**config.mk**
```make
export PLATFORM = sky130hd
export DESIGN_NAME = fit_block_allocator
export DESIGN_NICKNAME = d
export VERILOG_FILES = /design/src/rtl/fba_pkg.sv /design/src/rtl/fit_block_allocator.sv
export SDC_FILE = /design/constraint.sdc
export NUM_CORES = 1
export LEC_CHECK = 0
export ABC_AREA = 1
export BUFFER_PORTS_ARGS = -buffer_cell sky130_fd_sc_hd__buf_2
export CAP_MARGIN = 10
export CORE_ASPECT_RATIO = 1.2
export CORE_UTILIZATION = 45
export DETAILED_ROUTE_END_ITERATION = 6
export GPL_TIMING_DRIVEN = 0
export PLACE_DENSITY = 0.65
export SYNTH_ARGS = -nofsm -noshare
export SYNTH_HDL_FRONTEND = slang
export SYNTH_SLANG_ARGS = --single-unit
```
**constraint.sdc**
```tcl
create_clock -name clk -period 3.6 [get_ports clk]
set_clock_uncertainty 0.1 [all_clocks]
set_input_delay 0.72 -clock clk [delete_from_list [all_inputs] [get_ports clk]]
set_output_delay 0.72 -clock clk [all_outputs]
set_load 0.1 [all_outputs]
```
**src/rtl/fba_pkg.sv**
```systemverilog
`default_nettype none

package fba_pkg;

  localparam int MAX_BLOCKS = 16;
  localparam int IDX_W      = $clog2(MAX_BLOCKS);
  localparam int CNT_W      = $clog2(MAX_BLOCKS + 1);
  localparam int SIZE_W     = 16;
  localparam int CFG_W      = 5;

  // register indexes
  localparam logic CFG_FIT_MODE    = 1'b0;
  localparam logic CFG_BLOCK_COUNT = 1'b1;

  // operations
  localparam logic OP_LOAD  = 1'b0;
  localparam logic OP_ALLOC = 1'b1;

  // placement policies (code 3 behaves as first fit)
  localparam logic [1:0] MODE_FIRST = 2'd0;
  localparam logic [1:0] MODE_BEST  = 2'd1;
  localparam logic [1:0] MODE_WORST = 2'd2;

  typedef enum logic [3:0] {
    ST_IDLE = 4'b0001,
    ST_SCAN = 4'b0010,
    ST_UPD  = 4'b0100,
    ST_DONE = 4'b1000
  } state_t;

endpackage

`default_nettype wire

```
**src/rtl/fit_block_allocator.sv**
```systemverilog
`default_nettype none
// First / best / worst fit allocator over a table of 16 free-space counts.
//
// Input channel (in_valid / in_stall): one transaction is either a load
// (in_operation = 0, writes in_block_size into entry in_block_index) or an
// allocate (in_operation = 1, asks for in_request_size).
// Output channel (out_valid / out_stall): exactly one result transaction per
// input transaction, in order: granted flag, chosen block, size left.
// Config port: cfg_write_en with cfg_index 0 = fit_mode, 1 = block_count.
// Write it only while the block is idle with no result outstanding.
//
// Steps: a load goes through ST_DONE to the result reg; an allocate runs
// N scan steps, N = min(block_count, 16), one compare per cycle (first fit
// stops at its hit), then end of scan, write-back and the result reg.
// One transaction is in flight at a time and in_stall is high while it works:
// a new input is taken only after the last one has left ST_DONE.
// The result register holds a finished result while out_stall is high; a
// new input may be accepted meanwhile, and its result waits in ST_DONE.
// Reset (rst_n low, synchronous) clears the sequencer, out_valid and the
// config registers; the free-space table is undefined until loaded.

module fit_block_allocator (
  input  wire logic                        clk,
  input  wire logic                        rst_n,
  input  wire logic                        in_valid,
  output logic                             in_stall,
  input  wire logic                        in_operation,
  input  wire logic [3:0]                  in_block_index,
  input  wire logic [15:0]                 in_block_size,
  input  wire logic [15:0]                 in_request_size,
  output logic                             out_valid,
  input  wire logic                        out_stall,
  output logic                             out_granted,
  output logic [3:0]                       out_chosen_block,
  output logic [15:0]                      out_size_left,
  input  wire logic                        cfg_write_en,
  input  wire logic                        cfg_index,
  input  wire logic [fba_pkg::CFG_W-1:0]   cfg_data
);

  localparam int IDX_W  = fba_pkg::IDX_W;
  localparam int CNT_W  = fba_pkg::CNT_W;
  localparam int SIZE_W = fba_pkg::SIZE_W;

  // Free-space table
  logic [SIZE_W-1:0] free_space_r [fba_pkg::MAX_BLOCKS];

  // Configuration
  logic [1:0]       fit_mode_r;
  logic [4:0]       block_count_r;

  // Sequencer and scan state
  fba_pkg::state_t  state_r, state_nxt;
  logic [CNT_W-1:0] cnt_r, cnt_nxt;
  logic [CNT_W-1:0] used_r, used_nxt;
  logic [SIZE_W-1:0] req_r, req_nxt;
  logic             found_r, found_nxt;
  logic [IDX_W-1:0] pick_r, pick_nxt;
  logic [SIZE_W-1:0] best_r, best_nxt;

  // Pending result
  logic             res_granted_r, res_granted_nxt;
  logic [IDX_W-1:0] res_block_r, res_block_nxt;
  logic [SIZE_W-1:0] res_size_r, res_size_nxt;

  // Output register
  logic             out_valid_r, out_valid_nxt;
  logic             out_granted_r;
  logic [3:0]       out_block_r;
  logic [SIZE_W-1:0] out_size_r;

  logic             in_accept;
  logic             out_load;
  logic             tab_we;
  logic [IDX_W-1:0] tab_waddr;
  logic [SIZE_W-1:0] tab_wdata;

  // Shared scan unit: one table read, one fit compare, one rank compare
  logic [SIZE_W-1:0] scan_size;
  logic              scan_fits;
  logic              scan_better;
  logic              scan_end;
  logic              mode_first;
  logic [SIZE_W-1:0] size_after;

  assign in_stall  = (state_r != fba_pkg::ST_IDLE);
  assign in_accept = in_valid && !in_stall;
  assign out_load  = (state_r == fba_pkg::ST_DONE) && (!out_valid_r || !out_stall);

  assign mode_first  = (fit_mode_r != fba_pkg::MODE_BEST) &&
                       (fit_mode_r != fba_pkg::MODE_WORST);
  assign scan_end    = (cnt_r >= used_r);
  assign scan_size   = free_space_r[cnt_r[IDX_W-1:0]];
  assign scan_fits   = (scan_size >= req_r);
  assign scan_better = (fit_mode_r == fba_pkg::MODE_BEST)  ? (scan_size < best_r) :
                       (fit_mode_r == fba_pkg::MODE_WORST) ? (scan_size > best_r) :
                       1'b0;
  assign size_after  = best_r - req_r;

  always_comb begin
    state_nxt       = state_r;
    cnt_nxt         = cnt_r;
    used_nxt        = used_r;
    req_nxt         = req_r;
    found_nxt       = found_r;
    pick_nxt        = pick_r;
    best_nxt        = best_r;
    res_granted_nxt = res_granted_r;
    res_block_nxt   = res_block_r;
    res_size_nxt    = res_size_r;
    tab_we          = 1'b0;
    tab_waddr       = pick_r;
    tab_wdata       = size_after;

    case (state_r)
      fba_pkg::ST_IDLE: begin
        if (in_accept) begin
          if (in_operation == fba_pkg::OP_LOAD) begin
            // every 4-bit index lies inside the table
            tab_we          = 1'b1;
            tab_waddr       = in_block_index;
            tab_wdata       = in_block_size;
            res_granted_nxt = 1'b1;
            res_block_nxt   = in_block_index;
            res_size_nxt    = in_block_size;
            state_nxt       = fba_pkg::ST_DONE;
          end else begin
            req_nxt   = in_request_size;
            used_nxt  = (block_count_r > 5'(fba_pkg::MAX_BLOCKS)) ?
                        CNT_W'(fba_pkg::MAX_BLOCKS) : CNT_W'(block_count_r);
            cnt_nxt   = '0;
            found_nxt = 1'b0;
            pick_nxt  = '0;
            best_nxt  = '0;
            state_nxt = fba_pkg::ST_SCAN;
          end
        end
      end
      fba_pkg::ST_SCAN: begin
        if (scan_end) begin
          state_nxt = fba_pkg::ST_UPD;
        end else begin
          cnt_nxt = cnt_r + CNT_W'(1);
          if (scan_fits && !found_r) begin
            found_nxt = 1'b1;
            pick_nxt  = cnt_r[IDX_W-1:0];
            best_nxt  = scan_size;
            if (mode_first) begin
              state_nxt = fba_pkg::ST_UPD;
            end
          end else if (scan_fits && scan_better) begin
            pick_nxt = cnt_r[IDX_W-1:0];
            best_nxt = scan_size;
          end
        end
      end
      fba_pkg::ST_UPD: begin
        if (found_r) begin
          tab_we          = 1'b1;
          res_granted_nxt = 1'b1;
          res_block_nxt   = pick_r;
          res_size_nxt    = size_after;
        end else begin
          res_granted_nxt = 1'b0;
          res_block_nxt   = '0;
          res_size_nxt    = '0;
        end
        state_nxt = fba_pkg::ST_DONE;
      end
      fba_pkg::ST_DONE: begin
        if (out_load) begin
          state_nxt = fba_pkg::ST_IDLE;
        end
      end
      default: begin
        state_nxt = fba_pkg::ST_IDLE;
      end
    endcase
  end

  always_comb begin
    out_valid_nxt = out_valid_r && out_stall;
    if (out_load) begin
      out_valid_nxt = 1'b1;
    end
  end

  // control state
  always_ff @(posedge clk) begin
    if (!rst_n) begin
      state_r       <= fba_pkg::ST_IDLE;
      out_valid_r   <= 1'b0;
      fit_mode_r    <= fba_pkg::MODE_FIRST;
      block_count_r <= '0;
    end else begin
      state_r     <= state_nxt;
      out_valid_r <= out_valid_nxt;
      if (cfg_write_en && (cfg_index == fba_pkg::CFG_FIT_MODE)) begin
        fit_mode_r <= cfg_data[1:0];
      end
      if (cfg_write_en && (cfg_index == fba_pkg::CFG_BLOCK_COUNT)) begin
        block_count_r <= cfg_data;
      end
    end
  end

  // datapath
  always_ff @(posedge clk) begin
    cnt_r         <= cnt_nxt;
    used_r        <= used_nxt;
    req_r         <= req_nxt;
    found_r       <= found_nxt;
    pick_r        <= pick_nxt;
    best_r        <= best_nxt;
    res_granted_r <= res_granted_nxt;
    res_block_r   <= res_block_nxt;
    res_size_r    <= res_size_nxt;
    if (out_load) begin
      out_granted_r <= res_granted_r;
      out_block_r   <= res_block_r;
      out_size_r    <= res_size_r;
    end
  end

  always_ff @(posedge clk) begin
    if (tab_we) begin
      free_space_r[tab_waddr] <= tab_wdata;
    end
  end

  assign out_valid        = out_valid_r;
  assign out_granted      = out_granted_r;
  assign out_chosen_block = out_block_r;
  assign out_size_left    = out_size_r;

  // scan pointer never runs past the clamped count
  a_scan_bound: assert property (@(posedge clk) disable iff (!rst_n)
    (state_r == fba_pkg::ST_SCAN) |-> (cnt_r <= used_r))
    else $error("scan pointer past block count");

  // a hit always lies inside the scanned range
  a_pick_range: assert property (@(posedge clk) disable iff (!rst_n)
    (state_r == fba_pkg::ST_UPD && found_r) |-> (CNT_W'(pick_r) < used_r))
    else $error("chosen block outside range");

  // a refused result carries zeros
  a_refuse_zero: assert property (@(posedge clk) disable iff (!rst_n)
    (state_r == fba_pkg::ST_DONE && !res_granted_r) |->
      (res_block_r == '0 && res_size_r == '0))
    else $error("refused result not zero");

  // an accepted transaction always leaves idle
  a_accept_busy: assert property (@(posedge clk) disable iff (!rst_n)
    in_accept |=> (state_r != fba_pkg::ST_IDLE))
    else $error("accepted transaction dropped");

endmodule

`default_nettype wire

```
== Yosys cells after proc, flatten, opt, wreduce, memory -nomap -nowiden ==
Memories as Yosys holds them, arrays and structs flattened. A register that Yosys moved wholly into a read port is not among the register bits.
Index checks and enable logic that the tools add are counted.

* Logic and storage cells: 119
* Register bits: 101
* Memories: 1
* Output and inout bits: 23
* RAM bits: 256
* Bits of input ports: 48

* Equality and inequality tests: 18
* Add/sub/neg operators: 2
* Mux-type cells: 55
* Bitwise logic cells: 1
* $lt $le $gt $ge: 5
* Reductions and logical operators: 21

{| class="wikitable"
|+ Memories
! name !! depth !! bits a word !! read ports !! clocked after memory_dff !! wr ports !! RTL line !! RTL
|-
| free_space_r || 16 || 16 || 1 || 1 || 1 || fit_block_allocator.sv:46 || <nowiki>logic [SIZE_W-1:0] free_space_r [fba_pkg::MAX_BLOCKS];</nowiki>
|}

{| class="wikitable"
|+ Operators with widths
! kind !! number
|-
| 2-to-1 mux 16 bit || 11
|-
| 2-to-1 mux 4 bit || 18
|-
| one-hot mux 16 bit (2 select lines) || 2
|-
| >= comparator 16 bit || 1
|-
| greater-than comparator 16 bit || 1
|-
| < comparator 16 bit || 1
|-
| one-hot mux 4 bit (2 select lines) || 2
|-
| one-hot mux 4 bit (4 select lines) || 1
|-
| subtractor 16 bit || 1
|-
| 2-to-1 mux 5 bit || 3
|-
| 2-to-1 mux 1 bit || 14
|-
| != test 2 bit (second input constant) || 7
|-
| one-hot mux 5 bit (2 select lines) || 1
|-
| AND reduction 5 bit || 2
|-
| != test 3 bit (second input constant) || 3
|-
| logical AND 1 bit || 8
|-
| AND reduction 4 bit || 2
|-
| one-hot mux 1 bit (2 select lines) || 3
|-
| AND reduction 3 bit || 2
|-
| adder 5 x 1 -> 5 bit (second input constant) || 1
|-
| >= comparator 5 bit || 1
|-
| greater-than comparator 5 bit (second input constant) || 1
|-
| equality test 4 x 1 -> 1 bit (second input constant) || 1
|-
| equality test 4 x 2 -> 1 bit (second input constant) || 1
|-
| 10 further kinds || 14
|}

== Longest topological paths before layout ==
Gate-level depths: netlist (run 1).

* Word-level depth: 8
* Gate-level depth with buffers: 21
* Depth with buffers taken out: 19

== Least setup slack after synthesis (run 1) ==
OpenSTA, ideal clock, no wires.

* Path kind: reg2reg
* From: register (tool-made name)
* To: register best_r[0] (enable)
* Cell stages (with the launch flop): 19
* Arrival: 2.535 ns
* Setup slack: 0.588 ns
* Period minus slack after synthesis: 3.012 ns
* Library setup time: 0.377 ns
* Path buffers: 3
* Data required time: 3.123 ns
* Cells stage by stage: dfxtp_1 buf_6 buf_8 buf_6 mux2i_1 o211ai_1 o211ai_1 nand2_1 ha_1 nand4_1 nor2_1 nand2_1 inv_1 nand2_1 nand2_1 nand2_1 nand2_1 nand2_1 nand2_1

{| class="wikitable"
|+ RTL lines
! element !! RTL line !! RTL
|-
| to (signal assigned) || fit_block_allocator.sv:214 || <nowiki>best_r <= best_nxt;</nowiki>
|-
| to (decl) || fit_block_allocator.sv:59 || <nowiki>logic [SIZE_W-1:0] best_r, best_nxt;</nowiki>
|}

==> metrics.yaml, run 1 <==
route:
  drc: 0
  vias: 10900
  wl_um: 42900
  drtIter0Drc: 872
  wire_per_inst_um: 21.8
  first_pass_iters: 5
  ant_nets: 0
  vias_per_cell: 5.51
timing:
  timing.final.crit_share_pct: 95.8
  period_minus_slack_ns: 3.45
  slew_viol_final: 0
  slew_headroom_pct: 34.3
  fin_setup_tns_ns: 0
  setup_violations: 0
  hold_violations: 0
  fmax_mhz: 290
  timing.hold.ws_ns: 0.254
  tightest_slew_ns: 0.984
setup_path:
  critical_path_required_ns: 3.74
  r2r_end: "best_r[0]"
  path_cells: "buf_8, buf_12, buf_6, o21ai_2, o21ai_2, o211ai_1, nand2_1, ha_1, nand4_1, nor2_2, nand2_1, inv_2, nand2_2, a21oi_2, nand3_4, nand2_4"
  slowest_delay_ns: 0.37
  crit_cells: 16
  path_max_fanout: 10
  worstSetupEndpointType: "register"
  arrival_ns: 3.59
  reg2reg_depth: 16
  timing_worst_setup_path_type: "register to register"
  r2r_slack_ns: 0.15
  cp-endpoint: "best_r[0]"
  cp_top_family: "simple AND/OR/NAND/NOR gates"
  cp_num_buf_inv: 4
  crit_slowest_cell: "dfxtp_4"
  start_kind: "register"
pwr:
  p_leak_nw: 7.27
  power_density_nw_per_um2: 632
  finalPower_w: 0.0120
  irDropWorstVdd_v: 0.000387
global_routing:
  grt_pass1_vias: 10700
  track_usage_pct: 23.6
  grt_overflow: 0
  antenna_found_initial: 0
  grt_pass1_wl_um: 63600
  grt_max_degree: 23
clocking:
  cts_tree: "done"
  clk_pin_slew_ns: 0.06
  cts_hold_buf: 0
  cts_buffers: 35
  worstSkewPairLatency_ns: 0.54
  clk_path_buf_depth: 3
  htreeDepth: 2
  clockRootBuffer: "clkbuf_16"
  cts_sinks: 361
placed_design:
  place_inst: 1895
  port_buffers: 69
  place_hpwl_um: 30900
  gp_congestion: 0.923
synth:
  synth_top_family_by_area: "compound AO/OA/AOI/OAI gates"
  synthXorXnorAreaFrac_pct: 0.486
  synth-simple-area-share_pct: 7.89
  synth_edf_count: 345
  synth_adder_area_share_pct: 4.36
  avgSynthCellArea_um2: 12.1
  ys_seq_area_share_pct: 65.8
  ys_warn_count: 0
  synth_compound_area_share_pct: 11.6
  synth_flop_cell: "edfxtp_1"
  synthesis.area_um2: 16200
  muxShareOfSynthArea_pct: 3.95
  yosysUniqueCellTypes: 41
  ys_async_sr_fraction_pct: 0
  synth_nets: 1445
  synth_cells: 1341
  ys_ff_latch: 361
die:
  initial_core_util_pct: 46.0
  die_height_um: 210
  ios: 71
  core-area_um2: 35300
  die_w_um: 175
  core.rowCount: 75
  die-area_um2: 36800
run_status:
  outcome: "complete, no violations"
layout:
  final_cell_mix: "345 x edfxtp_1, 165 x inv_1, 147 x nand2_1"
  nNetsFinal: 1584
  diodes: 0
  drive_gt1_share_pct: 18.3
  area_delta_synth_final_pct: 16.9
  layout_commonest_cell: "edfxtp_1"
  finalNonFillerCells: 1969
worst_hold_path:
  hp-class: "input port to register"
  hold_path_startpoint: "in_request_size[13]"
run:
  cap_violations: 0
## worst min path at each step
| stage | to | depth (start not counted) |
|---|---|---|
| 3_5_place_dp | out_size_left[6] | 0 |
| 6_report | req_r[13] | 1 |
| 2_1_floorplan | out_chosen_block[0] | 0 |
| 3_3_place_gp | out_size_left[5] | 0 |
| 4_1_cts | req_r[13] | 1 |
| 5_1_grt | req_r[13] | 1 |
## cell usage after synthesis (2+ instances only)
| master | n | share of area [%] |
|---|---|---|
| nand3_1 | 49 | 1.5 |
| buf_1 | 5 | 0.12 |
| xnor2_1 | 2 | 0.11 |
| nand2_2 | 9 | 0.35 |
| a21o_1 | 5 | 0.23 |
| dfxtp_1 | 16 | 2.0 |
| o21ai_1 | 5 | 0.15 |
| nand3_2 | 2 | 0.12 |
| buf_4 | 5 | 0.23 |
| or2_2 | 4 | 0.15 |
| edfxtp_1 | 345 | 64 |
| nor2_1 | 51 | 1.2 |
| clkbuf_1 | 24 | 0.56 |
| ha_1 | 55 | 4.2 |
| nor3_4 | 2 | 0.20 |
| nor2_4 | 2 | 0.14 |
| o21a_1 | 2 | 0.093 |
| buf_2 | 13 | 0.40 |
| nand4_1 | 6 | 0.23 |
| o211ai_1 | 64 | 3.0 |
| o21ai_4 | 2 | 0.20 |
| a21oi_1 | 124 | 3.8 |
| buf_6 | 6 | 0.42 |
| mux2i_1 | 64 | 3.9 |
| nor3_1 | 4 | 0.12 |
| nand2_1 | 154 | 3.6 |
| inv_2 | 10 | 0.23 |
| inv_1 | 166 | 3.8 |
| o21ai_0 | 127 | 3.9 |
| xor2_1 | 7 | 0.38 |
## sequential cells by signal, indices dropped and copies added, names as in the netlist, 2 cells and up, named ones only
register,count
out_chosen_block,4
fit_mode_r,2
cnt_r,5
used_r,5
pick_r,4
req_r,16
state_r,4
best_r,16
out_size_left,16
res_block_r,4
res_size_r,16
block_count_r,5
free_space_r,256
## cell type report
| class | count | area, um^2 |
|---|---|---|
| Inverter | 177 | 667 |
| Clock inverter | 26 | 159 |
| Multi-Input combinational cell | 752 | 4800 |
| Timing Repair Buffer | 100 | 783 |
| Buffer | 53 | 405 |
| Sequential cell | 361 | 10700 |
| Clock buffer | 38 | 887 |
| Fill cell | 2950 | 16300 |
| Tap cell | 462 | 578 |
## power by group
| group | leakage (nW) | internal, W | total [W] | switching [W] |
|---|---|---|---|---|
| registers | 3.27 | 0.00519 | 0.00529 | 0.0000922 |
| logic | 3.47 | 0.000999 | 0.00326 | 0.00226 |
| clock network | 0.520 | 0.00187 | 0.00344 | 0.00158 |
## per-stage QoR
step                worst slack (ns)  instance area, um^2  utilization [%]
CTS                          0.00782                18800             53.2
detailed placement             -1.10                17600             49.8
floorplan                      0.588                16200                -
global placement               -1.07                17200             48.6
global route                -0.00113                19000             53.8
finish                         0.152                19000             53.8
## timing repair
item / 4_1_cts / 5_1_grt
cloned: 3 / 0
setup buffers: 1 / 5
gates resized for setup: 40 / 64
pin swaps: 5 / 25
setup endpoints to repair: 24 / 21
## logic make-up after synthesis
logic type,after synthesis
XOR/XNOR,9
adder cells (fa/ha/maj),56
AND/OR/NAND/NOR,287
multiplexers,64
flip-flops,361
AO/OA/AOI/OAI,333
buffers and inverters,231
## layer usage
metal  vias to the layer above  global-route usage, %  wire [um]
li1                       5076                      -          -
met1                      5195                   27.1      15900
met3                       130                   3.45       2740
met5                         -                      0          0
met4                         0                   14.5       2700
met2                       450                   41.7      21600
(Power assumes the default switching activity.)
==> inputs of run 2 (changes only) <==
- GPL_TIMING_DRIVEN: 0 -> unset
==> run 2 against run 1 <==
  * Global-route usage is 2.5 points lower
  * Flip-flop and latch count stayed put
  * Count of clock-buffer cells in the layout is 4 higher
  * Register-to-register slack better by 0.11 ns
  * Sequential share of layout area is 1.6 points higher
  * Sequential power hardly changed
  * Clock power hardly changed
==> metrics.yaml, run 2 (synthesis results as in run 1) <==
global_routing:
  track_usage_pct: 21.2
  grt_pass1_vias: 10100
  grt_pass1_wl_um: 58100
  grt_max_degree: 74
  antenna_found_initial: 0
  grt_overflow: 0
pwr:
  combPwrFrac_pct: 24.1
  finalPower_w: 0.0115
  internal_power_w: 0.00799
  swShare_pct: 30.4
  seq_power_share_pct: 46.1
  irDropWorstVdd_v: 0.000347
  p_leak_nw: 7.05
  p_clk_share_pct: 29.8
  power_density_nw_per_um2: 623
  net-switching-power_w: 0.00349
timing:
  setup_violations: 0
  fmax_mhz: 300
  slew_viol_final: 0
  hold_violations: 0
  timing.hold.ws_ns: 0.276
  period_minus_slack_ns: 3.33
  timing.final.crit_share_pct: 92.6
  slew_headroom_pct: 20.3
  tightest_slew_ns: 1.19
  rsz0062_at_grt: "false"
  fin_setup_tns_ns: 0
clocking:
  cts_hold_buf: 0
  clk_pin_slew_ns: 0.06
  clk_path_buf_depth: 3
  cts_sinks: 361
  worstSkewPairLatency_ns: 0.53
  cts_resized: 0
  cts_tree: "done"
  htreeDepth: 2
  post_cts_buffers: 0
  clockRootBuffer: "clkbuf_16"
  cts_buffers: 35
setup_path:
  cp_top_family: "simple AND/OR/NAND/NOR gates"
  cp_num_buf_inv: 2
  slowest_delay_ns: 0.41
  arrival_ns: 3.46
  path_cells: "buf_12, mux2i_1, o21ai_0, o211ai_1, nand2_1, ha_1, nand2_1, nor3_1, nand2_1, nand3_1, nand3_1, nand2_1, buf_12"
  worst_path_most_repeated_cell: "nand2_1"
  start_kind: "register"
  worstSetupEndpointType: "register"
  r2r_end: "best_r[8]"
  critical_path_required_ns: 3.72
  timing_worst_setup_path_type: "register to register"
  crit_slowest_cell: "nor3_1"
  path_max_fanout: 73
  reg2reg_depth: 13
  r2r_slack_ns: 0.27
route:
  drt-met1-wl_um: 15700
  first_pass_iters: 5
  wire_per_inst_um: 19.9
  drtIter0Drc: 882
  ant_nets: 0
  vias: 10400
  wl_um: 38500
  vias_per_cell: 5.41
  top_layer: "met4"
  drc: 0
  wl_met2_um: 19100
  wl_met3_um: 2240
placed_design:
  port_buffers: 70
  gp_congestion: 0.890
  place_hpwl_um: 25300
layout:
  nNetsFinal: 1547
  drive_gt1_share_pct: 15.2
  top_register: "free_space_r"
  layout_commonest_cell: "edfxtp_1"
  diodes: 0
  final_cell_mix: "345 x edfxtp_1, 166 x inv_1, 154 x nand2_1"
  largest_register_ffs: 256
  area_delta_synth_final_pct: 13.6
run_status:
  outcome: "complete, no violations"
worst_hold_path:
  hold_end: "req_r[10]"
  hp-class: "input port to register"
  hold_path_startpoint: "in_request_size[10]"
  hold_depth: 1
run:
  cap_violations: 0
die:
  initial_core_util_pct: 46.0
  core-area_um2: 35300
  die_w_um: 175
  core.rowCount: 75
  die_height_um: 210
  ios: 71
  die-area_um2: 36800
==> run 2: changes by cell type in the layout (fill, tap and decap cells not counted), moves of 4 or more <==
cell and change:
a21oi_1 +4, buf_16 -5, buf_2 -8, buf_4 +27
buf_6 -13, buf_8 -14, clkbuf_1 -6, clkbuf_2 -14
clkinv_1 -5, nand2_1 +7, nand2_2 -5, nand3_1 +4
o21ai_0 +17, o21ai_1 -15
==> run 2: power groups by stage <==
stage | clock network (W) | logic [W] | registers (W)
global route | 0.00363 | 0.00308 | 0.00531
finish | 0.00342 | 0.00277 | 0.00529
global placement | 0 | 0.00267 | 0.00537
detailed placement | 0 | 0.00272 | 0.00538
floorplan | 0 | 0.00184 | 0.00536
CTS | 0.00348 | 0.00274 | 0.00529
==> run 2: worst reg2reg max path: stages (launching register included) <==
cell	delay (ns)
dfxtp_4	0.39
buf_12	0.32
mux2i_1	0.30
o21ai_0	0.09
o211ai_1	0.29
nand2_1	0.14
ha_1	0.32
nand2_1	0.07
nor3_1	0.41
nand2_1	0.13
nand3_1	0.10
nand3_1	0.08
nand2_1	0.11
buf_12	0.18
==> run 2: metal layers <==
metal,vias up,GRT usage (%)
li1,4981,-
met1,5053,26.5
met2,330,36.6
met3,70,3.25
met4,0,8.79
met5,-,0
==> run 2: worst max-delay path by stage <==
stage | startpoint | endpoint | slack (ns) | cells after the start
4_1_cts | register | best_r[8] | 0.22 | 13
2_1_floorplan | register | best_r[0] | 0.59 | 18
3_3_place_gp | register | best_r[8] | 0.29 | 13
3_5_place_dp | register | best_r[10] | 0.25 | 13
5_1_grt | register | best_r[8] | 0.06 | 17
6_report | register | best_r[8] | 0.27 | 13
==> run 2: area by class of cell <==
| class | count | area, um^2 |
|---|---|---|
| multi-input cells | 749 | 4630 |
| flip-flops and latches | 361 | 10700 |
| well taps | 462 | 578 |
| clock inverters | 19 | 144 |
| inverters | 177 | 664 |
| clock buffers | 42 | 923 |
| fillers | 3010 | 16800 |
| repair buffers | 119 | 811 |
==> run 2: stage by stage <==
step	instances	utilization (%)	setup slack [ns]	cell area (um^2)
2_1_floorplan	1341	-	0.588	16200
3_3_place_gp	1867	49.2	0.294	17300
3_5_place_dp	1867	49.2	0.250	17300
4_1_cts	1928	52.2	0.223	18400
5_1_grt	1929	52.3	0.0559	18400
6_report	1929	52.3	0.265	18400
==> inputs of run 3 (changes only) <==
- CORE_UTILIZATION: 45 -> 25
- PLACE_DENSITY: 0.65 -> 0.43
==> run 3 against run 2 <==
  * Register-to-register slack about the same
  * Hold slack got worse by 0.019 ns
  * Power increased by 4.0%
  * Flip-flop and latch count unchanged
  * Routed wire length increased by 14%
==> metrics.yaml, run 3 (synthesis results as in run 1) <==
timing:
  period_minus_slack_ns: 3.34
  fmax_mhz: 299
  worst_slack_ns: 0.257
  fin_setup_tns_ns: 0
  timing.hold.ws_ns: 0.256
  setup_violations: 0
  slew_viol_final: 0
  rsz0062_at_grt: "false"
  slew_headroom_pct: 59.2
  timing.final.crit_share_pct: 92.9
  tightest_slew_ns: 0.611
  hold_violations: 0
route:
  drtIter0Drc: 566
  ant_nets: 0
  drc: 0
  vias_per_cell: 4.41
  wire_per_inst_um: 19.0
  vias: 10200
  first_pass_iters: 5
  wl_um: 43900
clocking:
  cts_buffers: 38
  clockRootBuffer: "clkbuf_16"
  cts_hold_buf: 0
  htreeDepth: 2
  worstSkewPairLatency_ns: 0.55
  cts_tree: "done"
  clk_path_buf_depth: 3
  clk_pin_slew_ns: 0.06
  cts_sinks: 361
global_routing:
  track_usage_pct: 13.4
  grt_pass1_wl_um: 65100
  grt_overflow: 0
  grt.busiest_layer: "met2"
  met1_usage_pct: 16.3
  use_met2_pct: 24.4
  grt_pass1_vias: 10300
  antenna_found_initial: 0
  grt_max_degree: 52
  grt_use_met3_pct: 1.68
setup_path:
  critical_path_required_ns: 3.74
  start_kind: "register"
  arrival_ns: 3.48
  path_max_fanout: 16
  worstSetupEndpointType: "register"
  timing_worst_setup_path_type: "register to register"
pwr:
  seq_power_share_pct: 44.3
  irDropWorstVdd_v: 0.000272
  p_leak_nw: 7.17
  combPwrFrac_pct: 24.3
  p_clk_share_pct: 31.4
  internal_power_w: 0.00822
  power_density_nw_per_um2: 625
  net-switching-power_w: 0.00372
  swShare_pct: 31.1
layout:
  finalNonFillerCells: 2310
  top_register: "free_space_r"
  layout_commonest_cell: "edfxtp_1"
  largest_register_ffs: 256
  area_delta_synth_final_pct: 17.8
  diodes: 0
  design_area_um2: 19100
  drive_gt1_share_pct: 16.2
  final_cell_mix: "345 x edfxtp_1, 166 x inv_1, 154 x nand2_1"
  nNetsFinal: 1562
die:
  ios: 71
  die-area_um2: 65900
  core-area_um2: 63700
  core.rowCount: 101
  die_w_um: 235
  initial_core_util_pct: 25.5
  die_height_um: 281
placed_design:
  port_buffers: 70
  place_inst: 2240
  place_ws_ns: 0.115
  place_hpwl_um: 30000
  place_area_um2: 17900
  gp_congestion: 0.803
worst_hold_path:
  hp-class: "input port to register"
run:
  cap_violations: 0
run_status:
  outcome: "complete, no violations"
## run 3: cell type report
cell class | count | area (um^2)
fillers | 6507 | 44600
flip-flops and latches | 361 | 10700
multi-input cells | 749 | 4640
well taps | 824 | 1030
clock buffers | 46 | 981
repair buffers | 131 | 925
inverters | 177 | 664
clock inverters | 22 | 189
## run 3: final timing paths
path | from | slack, ns | end | cells after the start
setup / recovery | register | 0.26 | best_r[2] | 14
hold / removal | in_request_size[11] | 0.26 | req_r[11] | 1
setup reg to reg | register | 0.26 | best_r[2] | 14
hold reg to reg | res_size_r[14] | 0.32 | out_size_left[14] | 0
## run 3: power groups by stage
stage	registers, W	logic (W)	clock network [W]
global route	0.00531	0.00326	0.00398
finish	0.00529	0.00290	0.00374
detailed placement	0.00539	0.00290	0
floorplan	0.00536	0.00184	0
CTS	0.00530	0.00291	0.00387
global placement	0.00538	0.00289	0
## run 3: layer usage
| metal | wire length (um) | vias up |
|---|---|---|
| met2 | 22800 | 203 |
| met4 | 1040 | 0 |
| met3 | 1600 | 57 |
| met1 | 18500 | 4910 |
| li1 | - | 5018 |
| met5 | 0 | - |
## run 3: metrics by stage
step           utilization [%]  power [W]
2_1_floorplan                -    0.00720
3_3_place_gp              28.1    0.00827
3_5_place_dp              28.1    0.00829
4_1_cts                   29.9     0.0121
5_1_grt                   30.0     0.0126
6_report                  30.0     0.0119
## run 3: repair_timing
action / CTS / global route
setup buffers: 0 / 2
gates resized for setup: 0 / 5
setup endpoints to repair: 0 / 20
## run 3: critical path: stages (launching register included)
cell and delay [ns]:
dfxtp_2 0.43, clkinv_1 0.32, buf_4 0.31, o211ai_1 0.28, nand2_1 0.14, ha_1 0.31
a21oi_1 0.23, o21ai_0 0.13, a21o_1 0.20, nand2_1 0.08, nand2_1 0.05, nand2_1 0.05
nand3_1 0.08, nand2_1 0.13, buf_12 0.17
